`src/sv/wvtp_mul.sv`:
```
`timescale 1ns / 1ps

module wvtp_mul (
  input  logic                clk,
  input  logic signed [32:0]  a,
  input  logic signed [31:0]  b,
  output logic signed [64:0]  p
);

  // one registered signed product per cycle
  always_ff @(posedge clk) begin
    p <= a * b;
  end

endmodule

```
`config.mk`:
```
export PLATFORM = sky130hd
export DESIGN_NAME = wvtp_mul
export DESIGN_NICKNAME = d
export VERILOG_FILES = /design/src/sv/wvtp_mul.sv
export SDC_FILE = /design/constraint.sdc
export NUM_CORES = 2
export LEC_CHECK = 0
export CAP_MARGIN = 20
export CORE_ASPECT_RATIO = 2
export CORE_UTILIZATION = 36
export CTS_BUF_LIST = sky130_fd_sc_hd__clkbuf_4 sky130_fd_sc_hd__clkbuf_8 sky130_fd_sc_hd__clkbuf_16
export DETAILED_ROUTE_END_ITERATION = 6
export DONT_BUFFER_PORTS = 1
export HOLD_SLACK_MARGIN = 0.05
export PLACE_DENSITY_LB_ADDON = 0.2
export SLEW_MARGIN = 0
export SYNTH_ARGS = -nofsm -noshare
export SYNTH_HDL_FRONTEND = slang
export SYNTH_SLANG_ARGS = --single-unit
```
`constraint.sdc`:
```
create_clock -name clk -period 16.44 [get_ports clk]
set_input_delay 2.466 -clock clk [delete_from_list [all_inputs] [get_ports clk]]
set_output_delay 2.466 -clock clk [all_outputs]
set_load 0.1 [all_outputs]
```
==> results_dict.tcl <==
set metrics [dict create \
    wl_um 126000 \
    syn_area_um2 38200 \
    synth-edff-count 0 \
    synth-seq-cells 65 \
    worst_pin_slew_ns 1.21 \
    drt_iter0_drc 1179 \
    final_cell_mix "1112 x fa_1, 989 x inv_1, 536 x nand2_1" \
    path_class "in -> reg" \
    grt_pass1_vias 30600 \
    synth_flop_cell "dfxtp_1" \
    rsz0062_at_grt "false" \
    ys_top_cells_by_area "fa_1 58%, inv_1 9.7%, and2_1 8.7%" \
    clkSinkCount 65 \
    drtAntennaViolNets 0 \
    synthXorXnorAreaFrac 0.0169 \
    fin_crit_sh 0.643 \
    wl_per_cell_um 24.3 \
    grt_usage 0.248 \
    syn-num-nets 5378 \
    end_kind "flop" \
    yosys.area_share.simple 0.154 \
    synth_top_cell_by_area "fa_1" \
    fillers 10800 \
    synth_top_cell_area_share 0.582 \
    crit_fanout 32 \
    syn_avg_cell_area_um2 9.53 \
    drv_slew 0 \
    die_area_um2 108000 \
    cts_buffers 9 \
    rows 168 \
    synth_top_family_by_area "adder cells" \
    core_um2 105000 \
    globalplace.congestion 0.930 \
    status "finished, final reports clean" \
    setup_violations 0 \
    clk_path_buf_depth 2 \
    clk_pin_slew_ns 0.07 \
    postCtsHoldBufs 0 \
    post_cts_buffers 0 \
    syn_to_final_growth_pct 3.30 \
    largestRegisters "p x65" \
    syn_inst 4014 \
    synth_compound_area_frac 0.0347 \
    fin_nets 5185 \
    initial_core_util 0.364 \
    grt_first_pass_wirelength_um 190000 \
    critical_path_required_ns 16.80 \
    grt_max_degree 34 \
    arrival_ns 10.93 \
    tritoncts "done" \
    num_antenna_cells 0 \
    top_register "p" \
    finalCriticalPeriod_ns 10.58 \
    final.setup.tns_ns 0 \
    maxCapViolCount 0 \
    max-slew-margin-rel 0.195 \
    dpl.hpwl_um 102000 \
    drive_gt1_frac 0.00810 \
    largest_register_ffs 65 \
    seq_area_frac_synth 0.0340 \
    htree_num_levels 3 \
    grt-ovfl-total 0 \
    yosys_warnings 0 \
    ios 131 \
    muxShareOfSynthArea 0 \
    yosys.area_share.adder 0.643 \
    hold_depth 1 \
    die_h_um 463 \
    vias 26200 \
    dr.pass1.iters 5 \
    cts_resized 0 \
    drc 0 \
    layout_commonest_cell "fa_1" \
    min_path_type "in -> reg" \
    synth_cell_types 55 \
    max_clock_freq_mhz 94.5 \
    io_buffers 0 \
    synthArstFlopShare 0 \
    finalHoldViolations 0 \
    clock-root-buffer "clkbuf_16" \
    die_w_um 232 \
    drt-vias-per-instance 5.06 \
    antenna_found_initial 3 \
    worstSetupStartpointType "primary input" \
]
==> worst max-delay path, stage by stage <==
cell and delay, ns:
nand2_1 0.13, inv_1 0.09, fa_1 0.60, fa_1 0.47
fa_1 0.94, fa_1 0.91, inv_1 0.52, fa_1 0.65
inv_1 0.06, fa_1 0.54, inv_1 0.05, fa_1 0.47
inv_1 0.05, fa_1 0.45, ha_1 0.34, and3_1 0.23
and2_1 0.19, a221o_1 0.34, a22o_1 0.21, a31oi_1 0.62
o311ai_1 0.21, o211ai_1 0.16, xnor2_1 0.15
==> synth_stat cells (2+ instances only) <==
master	count
a21o_1	30
and2_1	531
inv_1	989
and3_1	8
a311o_1	2
a211oi_1	4
o21a_1	6
o211ai_1	4
nand3_1	12
a21oi_1	70
o31ai_1	6
clkbuf_1	210
fa_1	1112
a31oi_1	8
a2111oi_2	2
dfxtp_1	65
a21boi_1	2
nand2_1	536
ha_1	186
o21ai_1	6
xnor2_1	47
nand2b_1	11
o41ai_1	2
nor2_1	47
nor2b_1	6
or3_1	2
xor2_1	27
nand4_1	12
o21bai_1	12
a221oi_1	2
nor3_1	5
o21ai_0	25
o2111ai_1	2
a211oi_2	2
a2111oi_0	3
==> final cells by class <==
type / instances / area [µm²] / area share
Multi-Input combinational cell: 2749 / 32500 / 0.822
Tap cell: 1360 / 1700 / 0.0431
Sequential cell: 65 / 1300 / 0.0329
Timing Repair Buffer: 7 / 48.8 / 0.00124
Clock inverter: 2 / 12.5 / 0.000317
Clock buffer: 13 / 274 / 0.00694
Inverter: 989 / 3710 / 0.0940
==> through the flow <==
step | area, µm² | hold WS, ns | instances | setup WS (ns) | util
2_1_floorplan | 38200 | 2.59 | 4014 | 6.63 | -
5_1_grt | 39500 | 2.16 | 5185 | 5.38 | 0.376
4_1_cts | 39500 | 2.13 | 5185 | 5.77 | 0.376
6_report | 39500 | 2.17 | 5185 | 5.86 | 0.376
3_3_place_gp | 39200 | 2.63 | 5169 | 5.06 | 0.373
3_5_place_dp | 39200 | 2.62 | 5170 | 5.34 | 0.373
==> per-layer routing <==
metal  vias up  part of all wire  global-route usage
met2       717              0.58               0.480
met5         -           0.00010                   0
met1     14200              0.28               0.212
li1      11000                 -                   -
met3       355             0.042              0.0421
met4         2              0.10               0.210
==> cell families (layout without fill, tap and decap cells) <==
logic type / count (synthesis) / in the layout
adders and majority gates: 1298 / 1298
buffers and inverters: 1200 / 1011
and+or+nand+nor: 1175 / 1175
AOI/OAI and AO/OA: 202 / 202
xor gates and xnor gates: 74 / 74
DFF: 65 / 65
==> path summary, 6_finish.rpt <==
check                 slack, ns   from       endpoint
worst max-delay path       5.86  a[32]  p[64]$_DFF_P_
worst min-delay path       2.17   b[0]   p[0]$_DFF_P_
Power is left out: the tool's default activity adds up to more than one toggle a clock period on the data nets, which glitch-free logic cannot reach.
