File: config.mk
export PLATFORM = sky130hd
export DESIGN_NAME = wvtp_store
export DESIGN_NICKNAME = d
export VERILOG_FILES = /design/src/sv/wvtp_pkg.sv /design/src/sv/wvtp_store.sv
export SDC_FILE = /design/constraint.sdc
export NUM_CORES = 1
export LEC_CHECK = 0
export BUFFER_PORTS_ARGS = -buffer_cell sky130_fd_sc_hd__buf_2
export CAP_MARGIN = 20
export CORE_MARGIN = 4
export CORE_UTILIZATION = 45
export DETAILED_ROUTE_END_ITERATION = 12
export GPL_ROUTABILITY_DRIVEN = 0
export MAX_ROUTING_LAYER = met4
export SETUP_SLACK_MARGIN = 0.5
export SLEW_MARGIN = 20
export SYNTH_ARGS = -nofsm -noshare
export SYNTH_HDL_FRONTEND = slang
export SYNTH_SLANG_ARGS = --single-unit
File: constraint.sdc
create_clock -name clk -period 22.6 [get_ports clk]
set_input_delay 5.65 -clock clk [delete_from_list [all_inputs] [get_ports clk]]
set_output_delay 5.65 -clock clk [all_outputs]
set_load 0.005 [all_outputs]
File: src/sv/wvtp_pkg.sv
`timescale 1ns / 1ps

package wvtp_pkg;

  localparam int MAX_VERTICES  = 16;
  localparam int SCREEN_WIDTH  = 320;
  localparam int SCREEN_HEIGHT = 200;
  localparam int FRAC_BITS     = 16;

  // slot address bits (store depth is a power of two)
  localparam int IDX_W = $clog2(MAX_VERTICES);

  // clip parameter fraction bits
  localparam int T_BITS = 30;
  // quotient digits of a screen division, the sign bit makes the 16th
  localparam int PIX_Q = 15;
  // divider remainder width: 16*z < 2^35, doubled plus headroom
  localparam int REM_W = 38;
  // screen numerator width: 13*W*2^31 and H*2^32 both fit
  localparam int NUM_W = 34 + $clog2(13 * SCREEN_WIDTH + SCREEN_HEIGHT);

  localparam logic signed [31:0] NEAR_Z = 32'(((1 << FRAC_BITS) + 50) / 100);
  localparam logic signed [31:0] W8     = 32'(8 * SCREEN_WIDTH);
  localparam logic signed [31:0] W5     = 32'(5 * SCREEN_WIDTH);
  localparam logic signed [31:0] HGT    = 32'(SCREEN_HEIGHT);

  // input kinds
  localparam logic KIND_VERTEX = 1'b0;
  localparam logic KIND_EDGE   = 1'b1;

  // configuration register indexes
  localparam logic [2:0] CFG_OBJECT_COS = 3'd0;
  localparam logic [2:0] CFG_OBJECT_SIN = 3'd1;
  localparam logic [2:0] CFG_VIEW_COS   = 3'd2;
  localparam logic [2:0] CFG_VIEW_SIN   = 3'd3;
  localparam logic [2:0] CFG_OFFSET_X   = 3'd4;
  localparam logic [2:0] CFG_OFFSET_Y   = 3'd5;
  localparam logic [2:0] CFG_OFFSET_Z   = 3'd6;

  typedef logic signed [65:0] wide_t;

  localparam wide_t MAX32 = 66'sh7FFFFFFF;
  localparam wide_t MIN32 = -66'sh80000000;

  // saturate to signed 32 bits
  function automatic logic signed [31:0] sat32(input wide_t v);
    logic signed [31:0] r;
    if (v > MAX32) begin
      r = 32'sh7FFFFFFF;
    end else if (v < MIN32) begin
      r = 32'sh80000000;
    end else begin
      r = v[31:0];
    end
    return r;
  endfunction

endpackage

File: src/sv/wvtp_store.sv
`timescale 1ns / 1ps

module wvtp_store (
  input  logic                        clk,
  input  logic                        we,
  input  logic [wvtp_pkg::IDX_W-1:0]  wr_addr,
  input  logic [95:0]                 wr_data,
  input  logic [wvtp_pkg::IDX_W-1:0]  rd_addr,
  output logic [95:0]                 rd_data
);
  import wvtp_pkg::*;

  // camera-space vertices {x, y, z}
  logic [95:0] mem [MAX_VERTICES];

  always_ff @(posedge clk) begin
    if (we) begin
      mem[wr_addr] <= wr_data;
    end
  end

  always_ff @(posedge clk) begin
    rd_data <= mem[rd_addr];
  end

endmodule

==> run_results.csv <==
group,metric,value,unit
outcome,status,"finished clean",
clocking,cts_setup_buffers,0,
sta,finalSetupViolations,0,
sta,drv_slew,0,
sta,fin_crit,8770,ps
place,port_buffers,201,
worst_setup_path,worstSetupStartpointType,"primary input",
routing,dr_total_vias,26600,
logic_synthesis,async_flop_share,0,%
routing,drc,0,
logic_synthesis,synth_area,0.0594,mm^2
power_and_ir_drop,p_leak,21.7,nW
min_path,hold_path.class,"flop to flop",
grt,grt_pass1_vias,28300,
clocking,clock_latency,770,ps
logic_synthesis,syn_inst,2460,
floorplanning,die_y,371,um
min_path,min_to,"rd_data[61]$_DFF_P_",
clocking,cts_max_level,4,
sta,grt_setup_unrepaired,"no",
worst_setup_path,arrival,9400,ps
logic_synthesis,synth-seq-cells,1632,
job,drv_cap,0,
place,place_area,0.0624,mm^2
floorplanning,die_x,371,um
sta,fin_crit_sh,38.8,%
clocking,clock_sinks,1632,
place,dp_slack,12590,ps
grt,antenna_found_initial,35,
finish,n_fill_cell,9895,
grt,grt_pass1_wl,198000,um
clocking,cts.repair.resized,0,
logic_synthesis,ys.flop_type,"edfxtp_1",
logic_synthesis,syn-num-nets,2566,
grt,grt_usage,20.6,%
clocking,cts_buffers,163,
routing,drtIter0Drc,2569,
finish,drive_gt1_share,30.8,%
routing,avgViaCountPerCell,5.73,
floorplanning,die_area,0.138,mm^2
sta,max_slew.worst_pin.slew,1180,ps
worst_setup_path,cp-end-kind,"flop",
sta,fin_tns_setup,0,ps
logic_synthesis,synth-edff-count,1536,
floorplanning,floorplan.initialDensity,45.5,%
logic_synthesis,yosys_warnings,0,
finish,fin_nets,2843,
worst_setup_path,r2r-end,"rd_data[23]$_DFF_P_",
logic_synthesis,ys_seq_area_share,80.9,%
logic_synthesis,synthDistinctLibCells,18,
worst_setup_path,r2r_slack,21150,ps
grt,grt_max_degree,179,
worst_setup_path,worstPathRequired,23230,ps
min_path,hold_path_depth,3,
floorplanning,rows,132,
clocking,clk_pin_slew,60,ps
worst_setup_path,critPathKind,"primary input to flop",
routing,finalWirelength,135000,um
clocking,cts_buffer_depth,3,
min_path,hp-start,"mem[14][61]$_DFFE_PP_",
sta,fmax,114,MHz
clocking,cts_tree,"built",
power_and_ir_drop,vdd.ir_drop.worst,0.0680,mV
worst_setup_path,worst-path-max-fanout,103,
routing,wl_per_cell,29.1,um
floorplanning,fp.coreArea,0.130,mm^2
power_and_ir_drop,power_density,94.0,mW/mm^2
worst_setup_path,reg2reg_depth,3,
worst_setup_path,r2r_start,"mem[11][23]$_DFFE_PP_",
clocking,root_buffer,"clkbuf_16",
sta,skew,26.6,ps
finish,finish.instance_area,0.0679,mm^2
place,place_hpwl,62700,um
routing,first_pass_iters,5,
routing,antenna_left,0,
sta,finalHoldViolCount,0,
sta,worst_slack,13830,ps
logic_synthesis,avgSynthCellArea,24.1,um^2
floorplanning,boundaryPins,202,
clocking,cts_hold_buf,0,
grt,grt-ovfl-total,0,
finish,syn_to_final_growth,14.4,%
power_and_ir_drop,total_power,6.38,mW
sta,relSlewSlack,21.6,%
[routing by layer]
layer / routed length (um) / vias to the layer above / global-route usage [%]
met5: 0 / - / -
met4: 3610 / 0 / 7.04
met3: 8400 / 214 / 4.24
met2: 68600 / 842 / 33.8
met1: 54600 / 14400 / 26.0
li1: - / 11200 / -
[layout by cell type, fill, tap and decap left out]
cell type / n
bufinv_16: 15
nor2_4: 13
mux4_2: 384
clkinv_16: 1
clkinv_2: 28
a22oi_1: 192
buf_6: 3
clkinv_4: 1
or3b_2: 1
nand2b_1: 2
and2_4: 1
nand2_1: 97
nor3_2: 4
clkinv_1: 13
inv_6: 5
buf_2: 199
nor2b_4: 2
diode_2: 29
clkbuf_16: 168
clkbuf_8: 17
clkinvlp_4: 1
dfxtp_1: 96
buf_8: 2
clkbuf_1: 49
nand3_1: 1
nand3b_1: 2
edfxtp_1: 1536
buf_12: 11
clkinv_8: 2
inv_16: 1
buf_4: 26
[synth_stat cells (all sizes together), types with 2 or more instances]
cell type / number / area share [%]
a22oi: 192 / 2.4
nor2b: 2 / 0.021
mux4: 384 / 15
clkbuf: 46 / 0.29
nand2: 97 / 0.61
nand3b: 2 / 0.025
nor3: 4 / 0.034
nor2: 13 / 0.082
buf: 83 / 0.93
nand2b: 2 / 0.021
dfxtp: 96 / 3.2
edfxtp: 1536 / 78
[registers in the layout, indices dropped and copies added (netlist names)]
name / flops
mem: 1536
rd_data: 96
[kinds of logic (layout without fill, tap and decap cells)]
kind of cell | Yosys count | in the layout | share of synthesized area [%]
AOI/OAI and AO/OA | 192 | 192 | 2.43
buffers and inverters | 129 | 542 | 1.22
DFF | 1632 | 1632 | 80.9
muxes | 384 | 384 | 14.6
other | 0 | 29 | 0
and+or+nand+nor | 123 | 123 | 0.831
[area by class of cell]
| type | instances | area [um^2] | area share, % |
|---|---|---|---|
| diodes | 29 | 72.6 | 0.107 |
| well taps | 1742 | 2180 | 3.21 |
| flip-flops and latches | 1632 | 48000 | 70.8 |
| clock inverters | 67 | 782 | 1.15 |
| multi-input cells | 699 | 10700 | 15.8 |
| clock buffers | 234 | 4620 | 6.81 |
| repair buffers | 241 | 1480 | 2.17 |
[worst max path at each step]
stage	start	to	depth (start not counted)
6_report	rd_addr[0]	rd_data[54]$_DFF_P_	7
4_1_cts	rd_addr[0]	rd_data[62]$_DFF_P_	7
3_3_place_gp	rd_addr[0]	rd_data[58]$_DFF_P_	7
5_1_grt	rd_addr[0]	rd_data[54]$_DFF_P_	7
3_5_place_dp	rd_addr[0]	rd_data[62]$_DFF_P_	7
2_1_floorplan	wr_addr[2]	mem[0][0]$_DFFE_PP_	2
[where the power goes]
part | leakage, nW | internal [mW] | switching, mW
registers | 14.7 | 3.38 | 0.0239
logic | 4.34 | 0.115 | 0.168
clock network | 2.65 | 1.60 | 1.09
[per-stage QoR]
step	hold WS, ps	util (%)	instances
after floorplan	635	-	2460
after global placement	649	47.9	4314
after detailed placement	654	47.9	4314
after CTS	663	52.0	4615
after global routing	700	52.1	4640
final	661	52.1	4644
[worst max-delay path: stages]
cell and delay [ps]:
buf_8 420, buf_12 690, buf_6 660, buf_4 830, mux4_2 590, a22oi_1 230
nand2_1 90
Power figures use the tool's default switching activity.
