--- config.mk ---
export PLATFORM = sky130hd
export DESIGN_NAME = wvtp_div
export DESIGN_NICKNAME = d
export VERILOG_FILES = /design/src/sv/wvtp_pkg.sv /design/src/sv/wvtp_div.sv
export SDC_FILE = /design/constraint.sdc
export NUM_CORES = 1
export LEC_CHECK = 0
export BUFFER_PORTS_ARGS = -buffer_cell sky130_fd_sc_hd__buf_4
export CAP_MARGIN = 20
export CELL_PAD_IN_SITES_DETAIL_PLACEMENT = 1
export CELL_PAD_IN_SITES_GLOBAL_PLACEMENT = 1
export CORE_MARGIN = 2
export CORE_UTILIZATION = 48
export CTS_CLUSTER_DIAMETER = 30
export DETAILED_ROUTE_END_ITERATION = 10
export PLACE_DENSITY = 0.95
export SLEW_MARGIN = 20
export SYNTH_ARGS = -nofsm -noshare
export SYNTH_HDL_FRONTEND = slang
export SYNTH_SLANG_ARGS = --single-unit
--- constraint.sdc ---
create_clock -name clk -period 18.8 [get_ports clk]
set_clock_uncertainty 0.1 [all_clocks]
set_input_delay 1.88 -clock clk [delete_from_list [all_inputs] [get_ports clk]]
set_output_delay 1.88 -clock clk [all_outputs]
set_load 0.03 [all_outputs]
--- src/sv/wvtp_pkg.sv ---
`timescale 1ns / 1ps

package wvtp_pkg;

  localparam int MAX_VERTICES  = 16;
  localparam int SCREEN_WIDTH  = 320;
  localparam int SCREEN_HEIGHT = 200;
  localparam int FRAC_BITS     = 16;

  // slot address bits (store depth is a power of two)
  localparam int IDX_W = $clog2(MAX_VERTICES);

  // clip parameter fraction bits
  localparam int T_BITS = 30;
  // quotient digits of a screen division, the sign bit makes the 16th
  localparam int PIX_Q = 15;
  // divider remainder width: 16*z < 2^35, doubled plus headroom
  localparam int REM_W = 38;
  // screen numerator width: 13*W*2^31 and H*2^32 both fit
  localparam int NUM_W = 34 + $clog2(13 * SCREEN_WIDTH + SCREEN_HEIGHT);

  localparam logic signed [31:0] NEAR_Z = 32'(((1 << FRAC_BITS) + 50) / 100);
  localparam logic signed [31:0] W8     = 32'(8 * SCREEN_WIDTH);
  localparam logic signed [31:0] W5     = 32'(5 * SCREEN_WIDTH);
  localparam logic signed [31:0] HGT    = 32'(SCREEN_HEIGHT);

  // input kinds
  localparam logic KIND_VERTEX = 1'b0;
  localparam logic KIND_EDGE   = 1'b1;

  // configuration register indexes
  localparam logic [2:0] CFG_OBJECT_COS = 3'd0;
  localparam logic [2:0] CFG_OBJECT_SIN = 3'd1;
  localparam logic [2:0] CFG_VIEW_COS   = 3'd2;
  localparam logic [2:0] CFG_VIEW_SIN   = 3'd3;
  localparam logic [2:0] CFG_OFFSET_X   = 3'd4;
  localparam logic [2:0] CFG_OFFSET_Y   = 3'd5;
  localparam logic [2:0] CFG_OFFSET_Z   = 3'd6;

  typedef logic signed [65:0] wide_t;

  localparam wide_t MAX32 = 66'sh7FFFFFFF;
  localparam wide_t MIN32 = -66'sh80000000;

  // saturate to signed 32 bits
  function automatic logic signed [31:0] sat32(input wide_t v);
    logic signed [31:0] r;
    if (v > MAX32) begin
      r = 32'sh7FFFFFFF;
    end else if (v < MIN32) begin
      r = 32'sh80000000;
    end else begin
      r = v[31:0];
    end
    return r;
  endfunction

endpackage

--- src/sv/wvtp_div.sv ---
`timescale 1ns / 1ps

module wvtp_div (
  input  logic                         clk,
  input  logic                         rst,
  input  logic                         start,
  input  logic [wvtp_pkg::REM_W-1:0]   rem_init,
  input  logic [wvtp_pkg::REM_W-1:0]   den,
  input  logic [wvtp_pkg::T_BITS-1:0]  low,
  input  logic [4:0]                   steps,
  output logic                         done,
  output logic [wvtp_pkg::T_BITS-1:0]  quo
);
  import wvtp_pkg::*;

  logic              busy;
  logic [REM_W-1:0]  rem;
  logic [REM_W-1:0]  den_r;
  logic [T_BITS-1:0] low_r;
  logic [4:0]        cnt;
  logic [REM_W-1:0]  shifted;
  logic              qbit;
  logic [REM_W-1:0]  rem_next;

  // one restoring step: shift in next dividend bit, subtract if it fits
  always_comb begin
    shifted  = {rem[REM_W-2:0], low_r[T_BITS-1]};
    qbit     = (shifted >= den_r);
    rem_next = qbit ? shifted - den_r : shifted;
  end

  always_ff @(posedge clk) begin
    if (rst) begin
      busy <= 1'b0;
      done <= 1'b0;
    end else begin
      done <= 1'b0;
      if (start) begin
        rem   <= rem_init;
        den_r <= den;
        low_r <= low;
        cnt   <= steps;
        quo   <= '0;
        busy  <= 1'b1;
      end else if (busy) begin
        rem   <= rem_next;
        low_r <= {low_r[T_BITS-2:0], 1'b0};
        quo   <= {quo[T_BITS-2:0], qbit};
        cnt   <= cnt - 5'd1;
        if (cnt == 5'd1) begin
          busy <= 1'b0;
          done <= 1'b1;
        end
      end
    end
  end

endmodule

==> results.py <==
metrics = {
    "global_route": {
        "grt_pass1_vias": 6554,
        "grt_pass1_wl_um": 34600,
        "antenna_found_initial": 0,
        "grt_max_degree": 69,
        "grt_remaining_overflow": 0,
        "grt_use_total": 0.251,
    },
    "finish": {
        "layoutNonFillerInstCount": 1069,
        "final_core_util": 0.602,
        "drive_gt1_frac": 0.296,
        "fill_cells": 1761,
        "final_common_cell": "buf_4",
        "syn2layout_area_growth_pct": 23.2,
        "register_area_um2": 4240,
        "layout.nets": 991,
        "antenna_cells": 0,
        "layout_common_cells": "buf_4, edfxtp_1, a21oi_1",
        "multiInputGateArea_um2": 3490,
    },
    "die": {
        "coreArea_um2": 16500,
        "start_util": 0.489,
        "die_area_um2": 17800,
        "io_pins": 145,
        "die_h_um": 134,
        "die_w_um": 134,
        "rows": 47,
    },
    "logic_synthesis": {
        "async_flop_share": 0,
        "ys_seq_area_frac": 0.527,
        "synth.net_count": 860,
        "syn_inst": 705,
        "synth_cell_type_count": 60,
        "netlist_area_um2": 8050,
        "post_synth.cell_area_avg_um2": 11.4,
        "synth_seq_cells": 142,
        "ys.flop_type": "edfxtp_1",
        "synth-edff-count": 140,
        "ys_warn_count": 0,
    },
    "clock_network": {
        "cts.sinks": 142,
        "htreeDepth": 4,
        "clk_latency_ns": 0.44,
        "postCtsResizedCells": 0,
        "root_buffer": "clkbuf_16",
        "hold_buffers": 0,
        "cts_made_buffers": 17,
        "postCtsSetupBuffers": 0,
        "path_clk_slew_ns": 0.07,
        "clk_path_buf_depth": 2,
        "cts_tree": "yes",
    },
    "drt": {
        "route.detailed.drc": 0,
        "dr.pass1.iters": 6,
        "drt_iter0_drc": 364,
        "routed_wl_um": 21600,
        "vias": 5983,
        "vias_per_cell": 5.60,
        "antenna_left": 0,
        "wire_per_inst_um": 20.2,
    },
    "run_status": {
        "status": "finished, final reports clean",
    },
    "critical_path": {
        "cp.required_ns": 18.88,
        "worstPathMaxFanout": 48,
        "start_kind": "register",
        "critPathKind": "register to register",
        "end_kind": "register",
        "max_stage_delay_ns": 0.57,
        "worstPathArrival_ns": 4.32,
        "r2r_start": "den_r[0]",
        "crit_slowest_cell": "o311ai_1",
        "r2r_end": "rem[36]",
        "r2r_slack_ns": 14.56,
        "crit_path_cell_trace": "ha_1, inv_1, fa_1, a21o_1, a311oi_2, o311ai_1, a31oi_4, o22ai_2, o21a_2, buf_4, mux2_1, mux2_2",
        "r2r_cells": 12,
    },
    "power": {
        "ir_drop_mv": 0.0688,
        "p_per_area_nw_per_um2": 96.9,
        "cellLeakagePower_nw": 3.97,
    },
    "placement": {
        "port_buffers": 143,
        "dp_cells": 1037,
        "hpwl_um": 14500,
        "gp_congestion": 0.864,
    },
    "run": {
        "cap_violations": 0,
    },
    "hold_path": {
        "whs_path_depth": 1,
        "hold_path_end": "done",
        "hp-class": "register to register",
        "hp-start": "busy",
    },
    "sta": {
        "timing.fmax_mhz": 236,
        "worst_slew_pin_slew_ns": 0.877,
        "setup_tns_ns": 0,
        "slew-limit-headroom": 0.410,
        "rsz0062_at_grt": "false",
        "finalMaxSlewViolations": 0,
        "period_minus_slack_ns": 4.24,
        "finalHoldViolCount": 0,
        "setup_violations": 0,
        "fin_crit_sh": 0.226,
    },
}
## cells in the mapped netlist, drive strengths merged, types with 5 or more instances
master	instances	area (um^2)
ha	40	500
a21oi	63	319
nand3	6	30.0
o31ai	8	60.1
inv	44	165
buf	15	87.6
a211oi	5	37.5
nor3	14	70.1
o21ai	28	140
nand2	43	161
nor2b	36	233
edfxtp	140	4200
nand4	10	62.6
a21o	13	97.6
clkbuf	21	78.8
o21a	8	60.1
nor2	52	195
or3	5	31.3
o21bai	7	52.6
nand3b	5	37.5
mux2	61	687
xor2	13	114
xnor2	21	184
## worst max-delay path: cells and delay by family, from the launching register on
kind                     cells  cell delay (ns)
AO/OA/AOI/OAI                6             1.80
multiplexers                 2             0.63
buffers and inverters        2             0.62
adder cells (fa/ha/maj)      2             0.45
flip-flops                   1             0.39
## layer usage
layer | part of all wire | global-route usage | routed length [um]
met2 | 0.53 | 0.447 | 11400
met4 | 0.022 | 0.0816 | 482
met3 | 0.049 | 0.0674 | 1050
met1 | 0.40 | 0.295 | 8690
met5 | 0 | 0 | 0
## registers in the layout, indices dropped and copies added, names as in the netlist
name	cells
busy	1
done	1
quo	30
cnt	5
rem	37
den_r	38
low_r	30
## cells by family (layout without fill, tap and decap cells)
logic type	Yosys count	after routing	synth area share
flip-flops	142	142	0.527
adder cells (fa/ha/maj)	41	41	0.0646
AO/OA/AOI/OAI	155	155	0.123
AND/OR/NAND/NOR	190	190	0.120
multiplexers	63	63	0.0878
buffers and inverters	80	224	0.0412
XOR/XNOR	34	34	0.0370
## how the worst max path moves through the flow
stage	start	cells after the start	to
after detailed placement	start	4	rem[24]
after global routing	den_r[0]	12	rem[36]
final	den_r[0]	12	rem[36]
after global placement	start	4	quo[13]
after floorplan	start	4	cnt[0]
after CTS	den_r[0]	12	rem[4]
## per-stage QoR
step                setup slack [ns]  power (W)  instance area [um^2]  hold WS (ns)
floorplan                      11.34   0.000552                  8050         0.360
global placement               13.89   0.000602                  9280         0.367
detailed placement             14.15   0.000615                  9310         0.388
CTS                            14.55   0.000966                  9920         0.398
global route                   14.27    0.00100                  9920         0.416
finish                         14.56   0.000961                  9920         0.396
## power by group
part,internal [W],switching [W]
combinational,0.0000971,0.000129
sequential,0.000379,0.0000111
clock,0.000181,0.000164
## layout make-up
type                    count  share of cell area
flip-flops and latches    142               0.428
multi-input cells         483               0.352
repair buffers            148               0.114
clock buffers              17              0.0429
clock inverters            15              0.0185
inverters                  44              0.0167
well taps                 220              0.0278
No activity file was read; power rests on OpenSTA's default activity.
